<file path="src/rtl/core/pfa_pkg.sv">
`timescale 1ns / 1ps
// Shared types and constants for the paged frame allocator.
package pfa_pkg;

   // Input operation codes
   localparam logic OP_ARRIVAL = 1'b0;
   localparam logic OP_TICK    = 1'b1;

   // Result kinds
   localparam logic [2:0] KIND_QUEUED    = 3'd0;
   localparam logic [2:0] KIND_OVERSIZED = 3'd1;
   localparam logic [2:0] KIND_FULL      = 3'd2;
   localparam logic [2:0] KIND_ADMITTED  = 3'd3;
   localparam logic [2:0] KIND_TICK_DONE = 3'd4;

   // Register indexes
   localparam logic [1:0] CSR_MEM_SIZE  = 2'd0;
   localparam logic [1:0] CSR_PAGE_SEL  = 2'd1;

   // Page size selects
   localparam logic [1:0] PSEL_100 = 2'd0;
   localparam logic [1:0] PSEL_200 = 2'd1;
   localparam logic [1:0] PSEL_400 = 2'd2;

   // x / (100 << s) == ((x >> (2 + s)) * 20972) >> 19, exact for x below 2^17:
   // the power-of-two part is shifted off, the reciprocal handles the 25
   localparam int RECIP       = 20972;
   localparam int RECIP_SHIFT = 19;

   localparam int PAGE_W = 10;

   // Wave kind traveling down the frame cells
   typedef struct packed {
      logic valid;
      logic alloc;   // 1: allocation wave, 0: release wave
   } tok_ctl_type;

endpackage

</file>
<file path="src/rtl/core/pfa_cell.sv">
`timescale 1ns / 1ps
// One frame slot of the allocator chain: busy flag, end time, wave stage.
module pfa_cell
   import pfa_pkg::*;
#(
   parameter int TIME_BITS = 24,
   parameter int CNT_W     = 7
) (
   input  logic                  clock,
   input  logic                  reset,
   input  logic                  clear,
   input  logic                  enable,
   input  tok_ctl_type           ctl_in,
   input  logic [PAGE_W-1:0]     left_in,
   input  logic [TIME_BITS-1:0]  stamp_in,
   input  logic [CNT_W-1:0]      cnt_in,
   output tok_ctl_type           ctl_out,
   output logic [PAGE_W-1:0]     left_out,
   output logic [TIME_BITS-1:0]  stamp_out,
   output logic [CNT_W-1:0]      cnt_out
);

   logic                 busy_ff, busy_in;
   logic [TIME_BITS-1:0] end_ff, end_in;
   tok_ctl_type          ctl_ff;
   logic [PAGE_W-1:0]    left_ff, left_in_nxt;
   logic [TIME_BITS-1:0] stamp_ff;
   logic [CNT_W-1:0]     cnt_ff, cnt_in_nxt;
   logic                 hit_rel, take;

   assign hit_rel = ctl_in.valid && !ctl_in.alloc && busy_ff && (end_ff == stamp_in);
   assign take    = ctl_in.valid && ctl_in.alloc && enable && !busy_ff && (left_in != '0);

   always_comb begin
      busy_in     = busy_ff;
      end_in      = end_ff;
      left_in_nxt = left_in;
      cnt_in_nxt  = cnt_in;
      if (hit_rel) begin
         busy_in    = 1'b0;
         cnt_in_nxt = cnt_in + CNT_W'(1);
      end
      if (take) begin
         busy_in     = 1'b1;
         end_in      = stamp_in;
         left_in_nxt = left_in - PAGE_W'(1);
      end
   end

   always_ff @(posedge clock) begin
      if (reset || clear) begin
         busy_ff <= 1'b0;
         ctl_ff  <= '0;
      end else begin
         busy_ff <= busy_in;
         ctl_ff  <= ctl_in;
      end
      end_ff   <= end_in;
      left_ff  <= left_in_nxt;
      stamp_ff <= stamp_in;
      cnt_ff   <= cnt_in_nxt;
   end

   assign ctl_out   = ctl_ff;
   assign left_out  = left_ff;
   assign stamp_out = stamp_ff;
   assign cnt_out   = cnt_ff;

endmodule

</file>
<file path="config.mk">
export PLATFORM = sky130hd
export DESIGN_NAME = pfa_cell
export DESIGN_NICKNAME = d
export VERILOG_FILES = /design/src/rtl/core/pfa_pkg.sv /design/src/rtl/core/pfa_cell.sv
export SDC_FILE = /design/constraint.sdc
export NUM_CORES = 1
export LEC_CHECK = 0
export ABC_AREA = 1
export BUFFER_PORTS_ARGS = -buffer_cell sky130_fd_sc_hd__clkbuf_2
export CAP_MARGIN = 5
export CORE_ASPECT_RATIO = 0.75
export CORE_UTILIZATION = 44
export CTS_CLUSTER_DIAMETER = 40
export DETAILED_ROUTE_END_ITERATION = 10
export GPL_TIMING_DRIVEN = 1
export PLACE_DENSITY = 0.74
export REMOVE_ABC_BUFFERS = 1
export SLEW_MARGIN = 25
export SYNTH_ARGS = -nofsm -noshare
export SYNTH_HDL_FRONTEND = slang
export SYNTH_SLANG_ARGS = --single-unit
</file>
<file path="constraint.sdc">
create_clock -name clock -period 1.7 [get_ports clock]
set_clock_uncertainty 0.05 [all_clocks]
set_input_delay 0.34 -clock clock [delete_from_list [all_inputs] [get_ports clock]]
set_output_delay 0.34 -clock clock [all_outputs]
set_load 0.005 [all_outputs]
</file>
# --- After elaboration in Yosys (flattened, before gate mapping) ---
# Index checks and enable logic that the tools add are counted.
totals:
  regBits: 68
  latchBits: 0
  ram_bits: 0
  rom_bits: 0
  inputBits: 47
  out_inout_bits: 43
  memories: 0
classes:
  addsub: 2
  mul: 0
  n_div: 0
  order_cmp: 0
  n_eq_ne: 1
  shift: 0
  mux: 4
  bitwise: 0
  n_reduce_logical: 12
op_table:
  columns: ["op", "n"]
  rows:
  - ["24-bit equality test", 1]
  - ["10-bit two-way mux", 1]
  - ["10-bit nonzero test", 1]
  - ["10-bit by 1-bit subtractor with 10-bit output, second input constant", 1]
  - ["7-bit by 1-bit adder with 7-bit output, second input constant", 1]
  - ["1-bit logical AND", 7]
  - ["7-bit two-way mux", 1]
  - ["1-bit zero test", 2]
  - ["1-bit two-way mux", 2]
  - ["2-bit nonzero test", 1]
  - ["1-bit logical OR", 1]

# --- Logic depth before layout (Yosys ltp) ---
# Gate-level depths: netlist (run 1).
logic_depth:
  word_depth: 6
  mapped_depth: 10
  mapped_depth_nobuf: 10

# --- Worst setup path before layout (run 1) ---
# No wires, ideal clock.
synth_path:
  kind: "input -> register"
  start: "in left_in[0]"
  end: "reg left_ff[3] (netlist: left_out[3])"
  setup_time_ns: 0.118
  arrival_time_ns: 1.479
  t_required_ns: 1.532
  path_slack_ns: 0.053
  stages: 9
  n_path_buf: 0
  path_cell_list: "inv_1 -> ha_1 -> inv_1 -> nor2_1 -> nand3_2 -> nand2_4 -> inv_2 -> nand3_2 -> xor2_1"
synth_between:
  elab_chain_cells: 3
synth_rtl:
  columns: ["item", "line_no", "text"]
  rows:
  - ["start, declared", "pfa_cell.sv:14", "input logic [PAGE_W-1:0] left_in,"]
  - ["branches (longest 2 deep; another with 10-bit by 1-bit subtractor with 10-bit output)", null, null]
  - ["10-bit two-way mux *", "pfa_cell.sv:43", "if (take) begin"]
  - ["net left_in_nxt[3]", "pfa_cell.sv:26", "logic [PAGE_W-1:0] left_ff, left_in_nxt;"]
  - ["end signal, assigned", "pfa_cell.sv:59", "left_ff <= left_in_nxt;"]
  - ["end, declared", "pfa_cell.sv:26", null]
# Mark *: on every way through the listed nets, which the timed path passes.
# A chain may end at the register's enable or synchronous reset.

# --- Worst setup path in the final report (run 1) ---
layout_path:
  start: "reg busy_ff"
  end: "reg left_ff[3] (netlist: left_out[3])"
layout_between:
  elab_chain_cells: 4
layout_rtl:
  columns: ["item", "line_no", "text"]
  rows:
  - ["start, declared", "pfa_cell.sv:23", "logic busy_ff, busy_in;"]
  - ["start signal, assigned", "pfa_cell.sv:55", "busy_ff <= busy_in;"]
  - ["1-bit zero test", "pfa_cell.sv:32", "assign take = ctl_in.valid && ctl_in.alloc && enable && !busy_ff && (left_in != '0);"]
  - ["1-bit logical AND (2 in series)", "pfa_cell.sv:32", null]
  - ["10-bit two-way mux", "pfa_cell.sv:43", null]
  - ["net left_in_nxt[3]", "pfa_cell.sv:26", null]
# The timed path passes the listed nets, and every way through them passes these cells.

==> flow_summary.ini, run 1 <==
[hold_path]
holdPathEnd = stamp_out[5]
hold_path_class = in2reg
holdCritStartpoint = stamp_in[5]
min_path_cells = 1

[global_routing]
grt_max_degree = 28
antenna_found_initial = 0
globalRoute.totalOverflow = 0
grt_pass1_wl_um = 7680
grt_usage = 0.167
grt_pass1_vias = 1739

[clocking]
clkTransAtPathRegs_ps = 70
cts_setup_buffers = 0
tritoncts = done
clockBufferDepth = 2
clock_latency_ps = 340
cts-root-buf = clkbuf_8
hold_buffers = 0
cts_made_buffers = 9
cts.sinks = 68
post_cts_resized = 0
cts_htree_levels = 3

[timing]
setup_viol = 0
finalSetupTns_ps = 0
rsz0062_at_grt = no
slew_headroom = 0.625
hold_ws_ps = 94.7
drv_slew = 0
min_period_ps = 1510
worstMarginPinSlew_ps = 561
hold_viol_final = 0
max_freq_mhz = 663
period_share = 0.887

[detailed_routing]
drt_iter0_markers = 32
wl_per_cell_um = 10.7
vias = 1973
drt_wl_total_um = 4840
vias_per_cell = 4.37
ant_nets = 0
drc = 0
dr.pass1.iters = 4

[power_and_ir_drop]
powerDensity_nw_per_um2 = 1050
p_leak_uw = 0.00168
total_power_uw = 3590
ir_worst_vdd_mv = 0.569

[floorplan]
fp.dieW_um = 90.8
io_pins = 90
die_h_um = 68.6
num_rows = 23
dieArea_um2 = 6240
core_um2 = 5530
initial_core_util = 0.471

[synth]
synth_cells = 266
synth_seq_cells = 68
synth_warnings = 0
synth_ff_type = dfxtp_1
synth-edff-count = 24
async_flop_share = 0
netlist_area_um2 = 2600
seq_area_frac_synth = 0.615
yosysUniqueCellTypes = 26
syn_area_per_cell_um2 = 9.79

[placement]
gp_congestion = 0.792
port_buffers = 89
dp_hpwl_um = 3660

[layout]
fin_util = 0.620
drive_gt1_frac = 0.355
final_common_cell = clkbuf_2
syn_to_final_growth_pct = 31.4
fin_nets = 421
mostFrequentLayoutCells = 89 x clkbuf_2, 64 x nand2_1, 44 x dfxtp_1, 38 x inv_1, 28 x nor2_1
antenna_cells = 0

[outcome]
status = completed

[run]
max_cap_viol_count = 0

[critical_path]
r2r_end = left_out[3]
regToRegSetupSlack_ps = 190
required_ps = 1880
r2r_start = busy_ff
cp_max_fo = 27
cp_slowest_cell = inv_2
arrival_ps = 1690
setup.worst_path.class = reg2reg
worst_setup_path_end_kind = flip-flop
critPathMaxStageDelay_ps = 410
reg2reg_depth = 7
worst_setup_path_start_kind = flip-flop
crit_path_cell_trace = nor2_1 -> nand3_1 -> clkinv_1 -> nand2_4 -> inv_2 -> nand3_2 -> xor2_1
==> through the flow <==
step | instance area [um^2] | setup WS, ps | std cells
after floorplan | 2610 | 53.2 | 266
after global placement | 3190 | -79.1 | 436
after detailed placement | 3190 | -143 | 436
after CTS | 3420 | 158 | 452
after global routing | 3420 | 38.6 | 452
final | 3420 | 191 | 452
==> state kept, by name, indices dropped and copies added (netlist names) <==
register / flops
left_out: 10
busy_ff: 1
stamp_out: 24
cnt_out: 7
end_ff: 24
ctl_out: 2
==> worst max-delay path: cells and delay by family (launching register included) <==
kind,cells,cell delay (ps)
simple gates,4,370
flops,1,320
buf+inv,2,490
xor+xnor,1,170
==> per-layer routing <==
layer,up-vias,part of all wire,wire (um),track usage
li1,1033,-,-,-
met4,0,0.011,54,0.0734
met2,71,0.44,2150,0.265
met1,863,0.47,2290,0.195
met5,-,0,0,0
met3,6,0.070,340,0.0822
==> worst max-delay path by stage <==
stage	cells past startpoint	from	slack [ps]	end
CTS	7	busy_ff	160	left_out[3]
floorplan	9	left_in[0]	50	left_out[3]
detailed placement	10	left_in[0]	-140	left_out[3]
global placement	10	left_in[0]	-80	left_out[3]
finish	7	busy_ff	190	left_out[3]
global route	8	end_ff[2]	40	cnt_out[6]
==> cells in the mapped netlist, types with 4 or more instances <==
| library cell | n | area (um^2) |
|---|---|---|
| xor2_1 | 16 | 140 |
| nor2_2 | 9 | 56.3 |
| nor2_1 | 28 | 105 |
| nand3_1 | 6 | 30.0 |
| nand4_1 | 5 | 31.3 |
| edfxtp_1 | 24 | 721 |
| dfxtp_1 | 44 | 881 |
| inv_2 | 4 | 15.0 |
| xnor2_1 | 6 | 52.6 |
| inv_1 | 38 | 143 |
| nand2_1 | 64 | 240 |
==> layout make-up <==
class	count	area, um^2
sequential	68	1600
inverter	43	161
timing repair buffer	95	490
fill	522	2100
clock buffer	10	149
tap	75	93.8
multi-input combinational	155	842
clock inverter	6	85.1
==> kinds of logic after synthesis <==
logic type,share of synthesized area
and+or+nand+nor,0.228
xor gates and xnor gates,0.0740
DFF,0.615
AOI/OAI and AO/OA,0.0115
buffers and inverters,0.0620
adders and majority gates,0.00960
==> where the power goes <==
part / switching, uW / internal (uW) / total [uW]
clock: 602 / 909 / 1510
combinational: 162 / 132 / 294
sequential: 22.3 / 1760 / 1780
No activity file was read; power rests on OpenSTA's default activity.
==> run 2, diff against run 1 <==
- CORE_MARGIN: default -> 2
==> run 2 against run 1 <==
  * Hold slack worse by 5.6 ps
  * Combinational power barely moved
  * Design area up 0.88%
  * Routed wire length down 0.62%
  * Register-to-register slack better by 20 ps
  * Clock power is 9% higher
  * Non-clock buffer count stayed put
  * Flip-flop and latch count unchanged
  * Critical endpoint unchanged
  * Largest cell class unchanged
==> flow_summary.ini, run 2 (synthesis gave the netlist of run 1 again) <==
[outcome]
status = completed

[layout]
syn_to_final_growth_pct = 32.6
mostFrequentLayoutCells = 89 x clkbuf_2, 64 x nand2_1, 44 x dfxtp_1, 38 x inv_1, 28 x nor2_1
final_common_cell = clkbuf_2
stdcell_area_um2 = 3450
drive_gt1_frac = 0.358
antenna_cells = 0
fillers = 515
fin_nets = 421
instances_no_fill = 455

[detailed_routing]
wl_per_cell_um = 10.6
drt_wl_total_um = 4810
vias_per_cell = 4.33
dr.pass1.iters = 4
ant_nets = 0
drt_iter0_markers = 62
drc = 0
vias = 1972

[critical_path]
cp_slowest_cell = inv_2
cp_top_family = buffers and inverters
setup.worst_path.class = reg2reg
critPathBufInv = 2
required_ps = 1880
cp_max_fo = 27
crit_path_cell_trace = nor2_1 -> nand3_1 -> clkinv_1 -> nand2_4 -> inv_2 -> nand3_2 -> xor2_1
arrival_ps = 1670
critPathMaxStageDelay_ps = 420
worst_setup_path_end_kind = flip-flop
worst_setup_path_start_kind = flip-flop

[global_routing]
globalRoute.totalOverflow = 0
grt_max_degree = 28
grt_pass1_vias = 1871
grt_pass1_wl_um = 8060
grt_usage = 0.158
antenna_found_initial = 0

[timing]
rsz0062_at_grt = no
finalSetupTns_ps = 0
setup_viol = 0
setup_ws_ps = 210
period_share = 0.877
worstMarginPinSlew_ps = 566
drv_slew = 0
hold_viol_final = 0
max_freq_mhz = 671
min_period_ps = 1490
slew_headroom = 0.622
hold_ws_ps = 89.1

[floorplan]
io_pins = 90
initial_core_util = 0.452
fp.dieW_um = 92.8
dieArea_um2 = 6560
num_rows = 24
core_um2 = 5770
die_h_um = 70.6

[placement]
dp_slack_ps = -120
place_area_um2 = 3190
gp_congestion = 0.744
dp_cells = 439
dp_hpwl_um = 3690
port_buffers = 89

[power_and_ir_drop]
p_comb_frac = 0.080
seq_power_share = 0.479
p_int_uw = 2910
swShare = 0.217
clkPwrFrac = 0.441
powerDensity_nw_per_um2 = 1080
ir_worst_vdd_mv = 0.657
p_leak_uw = 0.00170
p_switching_uw = 807

[clocking]
tritoncts = done
cts_htree_levels = 3
cts_made_buffers = 9
clkTransAtPathRegs_ps = 70
cts-root-buf = clkbuf_8
cts.sinks = 68
clock_latency_ps = 340
hold_buffers = 0
post_cts_resized = 0
cts_setup_buffers = 0
clockBufferDepth = 2

[hold_path]
hold_path_class = in2reg

[run]
max_cap_viol_count = 0
run 2: cell count changes in the layout (fill, tap and decap cells not counted), sizes merged:
cell / previous run / this run
inv: 42 / 44
clkbuf: 99 / 100
clkinv: 4 / 2
clkinvlp: 1 / 0
run 2: power groups by stage:
stage	Clock [uW]	Combinational [uW]	Sequential [uW]
2_1_floorplan	0	116	1820
3_3_place_gp	0	290	1820
3_5_place_dp	0	298	1820
4_1_cts	1680	300	1780
5_1_grt	1740	336	1790
6_report	1640	295	1780
run 2: area by class of cell:
| class | instances | area [um^2] | area share |
|---|---|---|---|
| multi-input cells | 155 | 842 | 0.244 |
| well taps | 78 | 97.6 | 0.0283 |
| inverters | 43 | 161 | 0.0467 |
| flip-flops and latches | 68 | 1600 | 0.464 |
| clock inverters | 5 | 86.3 | 0.0250 |
| clock buffers | 11 | 174 | 0.0504 |
| repair buffers | 95 | 490 | 0.142 |
run 2: metal layers:
metal | wire (um) | global-route usage | vias up
met5 | 0 | 0 | -
met4 | 68 | 0.0572 | 0
met3 | 374 | 0.0745 | 7
met2 | 2130 | 0.253 | 68
met1 | 2230 | 0.189 | 860
li1 | - | - | 1037
run 2: worst reg2reg max path, stage by stage (launching register included):
cell and delay, ps:
dfxtp_1 330, nor2_1 100, nand3_1 70, clkinv_1 80, nand2_4 50, inv_2 420, nand3_2 120, xor2_1 170
run 2: through the flow:
step / power (uW) / utilization
finish: 3720 / 0.599
global route: 3860 / 0.599
CTS: 3760 / 0.599
detailed placement: 2120 / 0.554
global placement: 2110 / 0.554
floorplan: 1940 / -
run 2: worst paths after layout:
kind	startpoint	end	slack, ps	depth (start not counted)
max	busy_ff	left_out[3]	210	7
min	stamp_in[4]	stamp_out[4]	90	1
max reg2reg	busy_ff	left_out[3]	210	7
min reg2reg	busy_ff	busy_ff	440	2
==> run 3, diff against run 2 <==
- CORE_UTILIZATION: 44 -> 45
- CTS_BUF_LIST: default -> sky130_fd_sc_hd__clkbuf_8
- PLACE_DENSITY: 0.74 -> 0.76
==> run 3 against run 2 <==
  * Maximum frequency grew 0.95%
  * Combinational power barely moved
  * Power fell by 7.1%
  * Flip-flop and latch count unchanged
  * Hold slack improved by 4.3 ps
  * Largest cell class unchanged
  * Largest power group unchanged
==> flow_summary.ini, run 3 (synthesis gave the netlist of run 1 again) <==
[detailed_routing]
drc = 0
wl_per_cell_um = 11.1
vias_per_cell = 4.35
drt_iter0_markers = 84
vias = 1962
ant_nets = 0
dr.pass1.iters = 4
drt_wl_total_um = 4990

[timing]
hold_viol_final = 0
setup_viol = 0
worstMarginPinSlew_ps = 554
drv_slew = 0
min_period_ps = 1480
max_freq_mhz = 677
slew_headroom = 0.630
rsz0062_at_grt = no
finalSetupTns_ps = 0
hold_ws_ps = 93.5
period_share = 0.868

[clocking]
cts_setup_buffers = 0
post_cts_resized = 0
clockBufferDepth = 2
cts.sinks = 68
cts-root-buf = clkbuf_8
clock_latency_ps = 340
tritoncts = done
cts_made_buffers = 9
clkTransAtPathRegs_ps = 70
hold_buffers = 0
cts_htree_levels = 3

[global_routing]
grt_pass1_wl_um = 8540
grt_max_degree = 28
globalRoute.totalOverflow = 0
grt_pass1_vias = 1978
grt_usage = 0.175
antenna_found_initial = 0

[floorplan]
num_rows = 23
core_um2 = 5470
dieArea_um2 = 6420
initial_core_util = 0.476
io_pins = 90
fp.dieW_um = 91.9
die_h_um = 69.9

[layout]
syn_to_final_growth_pct = 30.1
instances_no_fill = 451
drive_gt1_frac = 0.351
fillers = 470
fin_nets = 420
fin_util = 0.620
final_common_cell = clkbuf_2
mostFrequentLayoutCells = 89 x clkbuf_2, 64 x nand2_1, 44 x dfxtp_1, 39 x inv_1, 28 x nor2_1
antenna_cells = 0
stdcell_area_um2 = 3390

[placement]
place_area_um2 = 3180
dp_hpwl_um = 3820
gp_congestion = 0.820
port_buffers = 89
dp_cells = 435

[critical_path]
timing.critical_path.mode_cell = nand2_1
worst_setup_path_start_kind = flip-flop
required_ps = 1880
crit_path_cell_trace = xor2_1 -> nor2_1 -> nand4_1 -> nor2_2 -> nand3_1 -> nand2_1 -> nand2_1
critPathMaxStageDelay_ps = 390
setup.worst_path.class = reg2reg
worst_setup_path_end_kind = flip-flop
arrival_ps = 1660
cp_max_fo = 4
cp_slowest_cell = edfxtp_1

[run]
max_cap_viol_count = 0

[power_and_ir_drop]
p_int_uw = 2700
powerDensity_nw_per_um2 = 1020
ir_worst_vdd_mv = 0.711
swShare = 0.218
clkPwrFrac = 0.398
p_switching_uw = 752
p_comb_frac = 0.086
p_leak_uw = 0.00167
seq_power_share = 0.516

[outcome]
status = completed

[hold_path]
hold_path_class = in2reg
## run 3: stage by stage
step | power (uW) | worst slack (ps)
floorplan | 1940 | 53.2
global placement | 2110 | -82.2
global route | 3620 | 50.4
detailed placement | 2120 | -99.1
CTS | 3510 | 188
finish | 3450 | 224
## run 3: layout make-up
type,count,area [um^2],area share
clock buffer,9,124,0.0366
clock inverter,7,82.6,0.0244
inverter,43,161,0.0476
multi-input combinational,155,842,0.249
sequential,68,1600,0.473
tap,75,93.8,0.0277
timing repair buffer,94,483,0.143
## run 3: power by group through the flow
stage,combinational (uW),clock [uW],sequential (uW)
finish,296,1370,1780
global route,338,1500,1790
CTS,301,1420,1780
detailed placement,299,0,1820
global placement,291,0,1820
floorplan,116,0,1820
## run 3: metal layers
layer / vias up / global-route usage / part of all wire
met4: 0 / 0.0929 / 0.022
met1: 848 / 0.203 / 0.44
met3: 11 / 0.0766 / 0.090
li1: 1030 / - / -
met5: - / 0 / 0
met2: 73 / 0.274 / 0.45
## run 3: critical path, delay by kind of cell (launching register included)
kind          cells  cell delay (ps)
simple gates      6              780
xor+xnor          1              160
flops             1              390
## run 3: worst paths after layout
check | start | endpoint | slack (ps) | depth (start not counted)
worst min register to register | busy_ff | busy_ff | 430 | 2
worst max register to register | end_ff[14] | cnt_out[3] | 220 | 7
worst min-delay path | stamp_in[4] | stamp_out[4] | 90 | 1
worst max-delay path | end_ff[14] | cnt_out[3] | 220 | 7
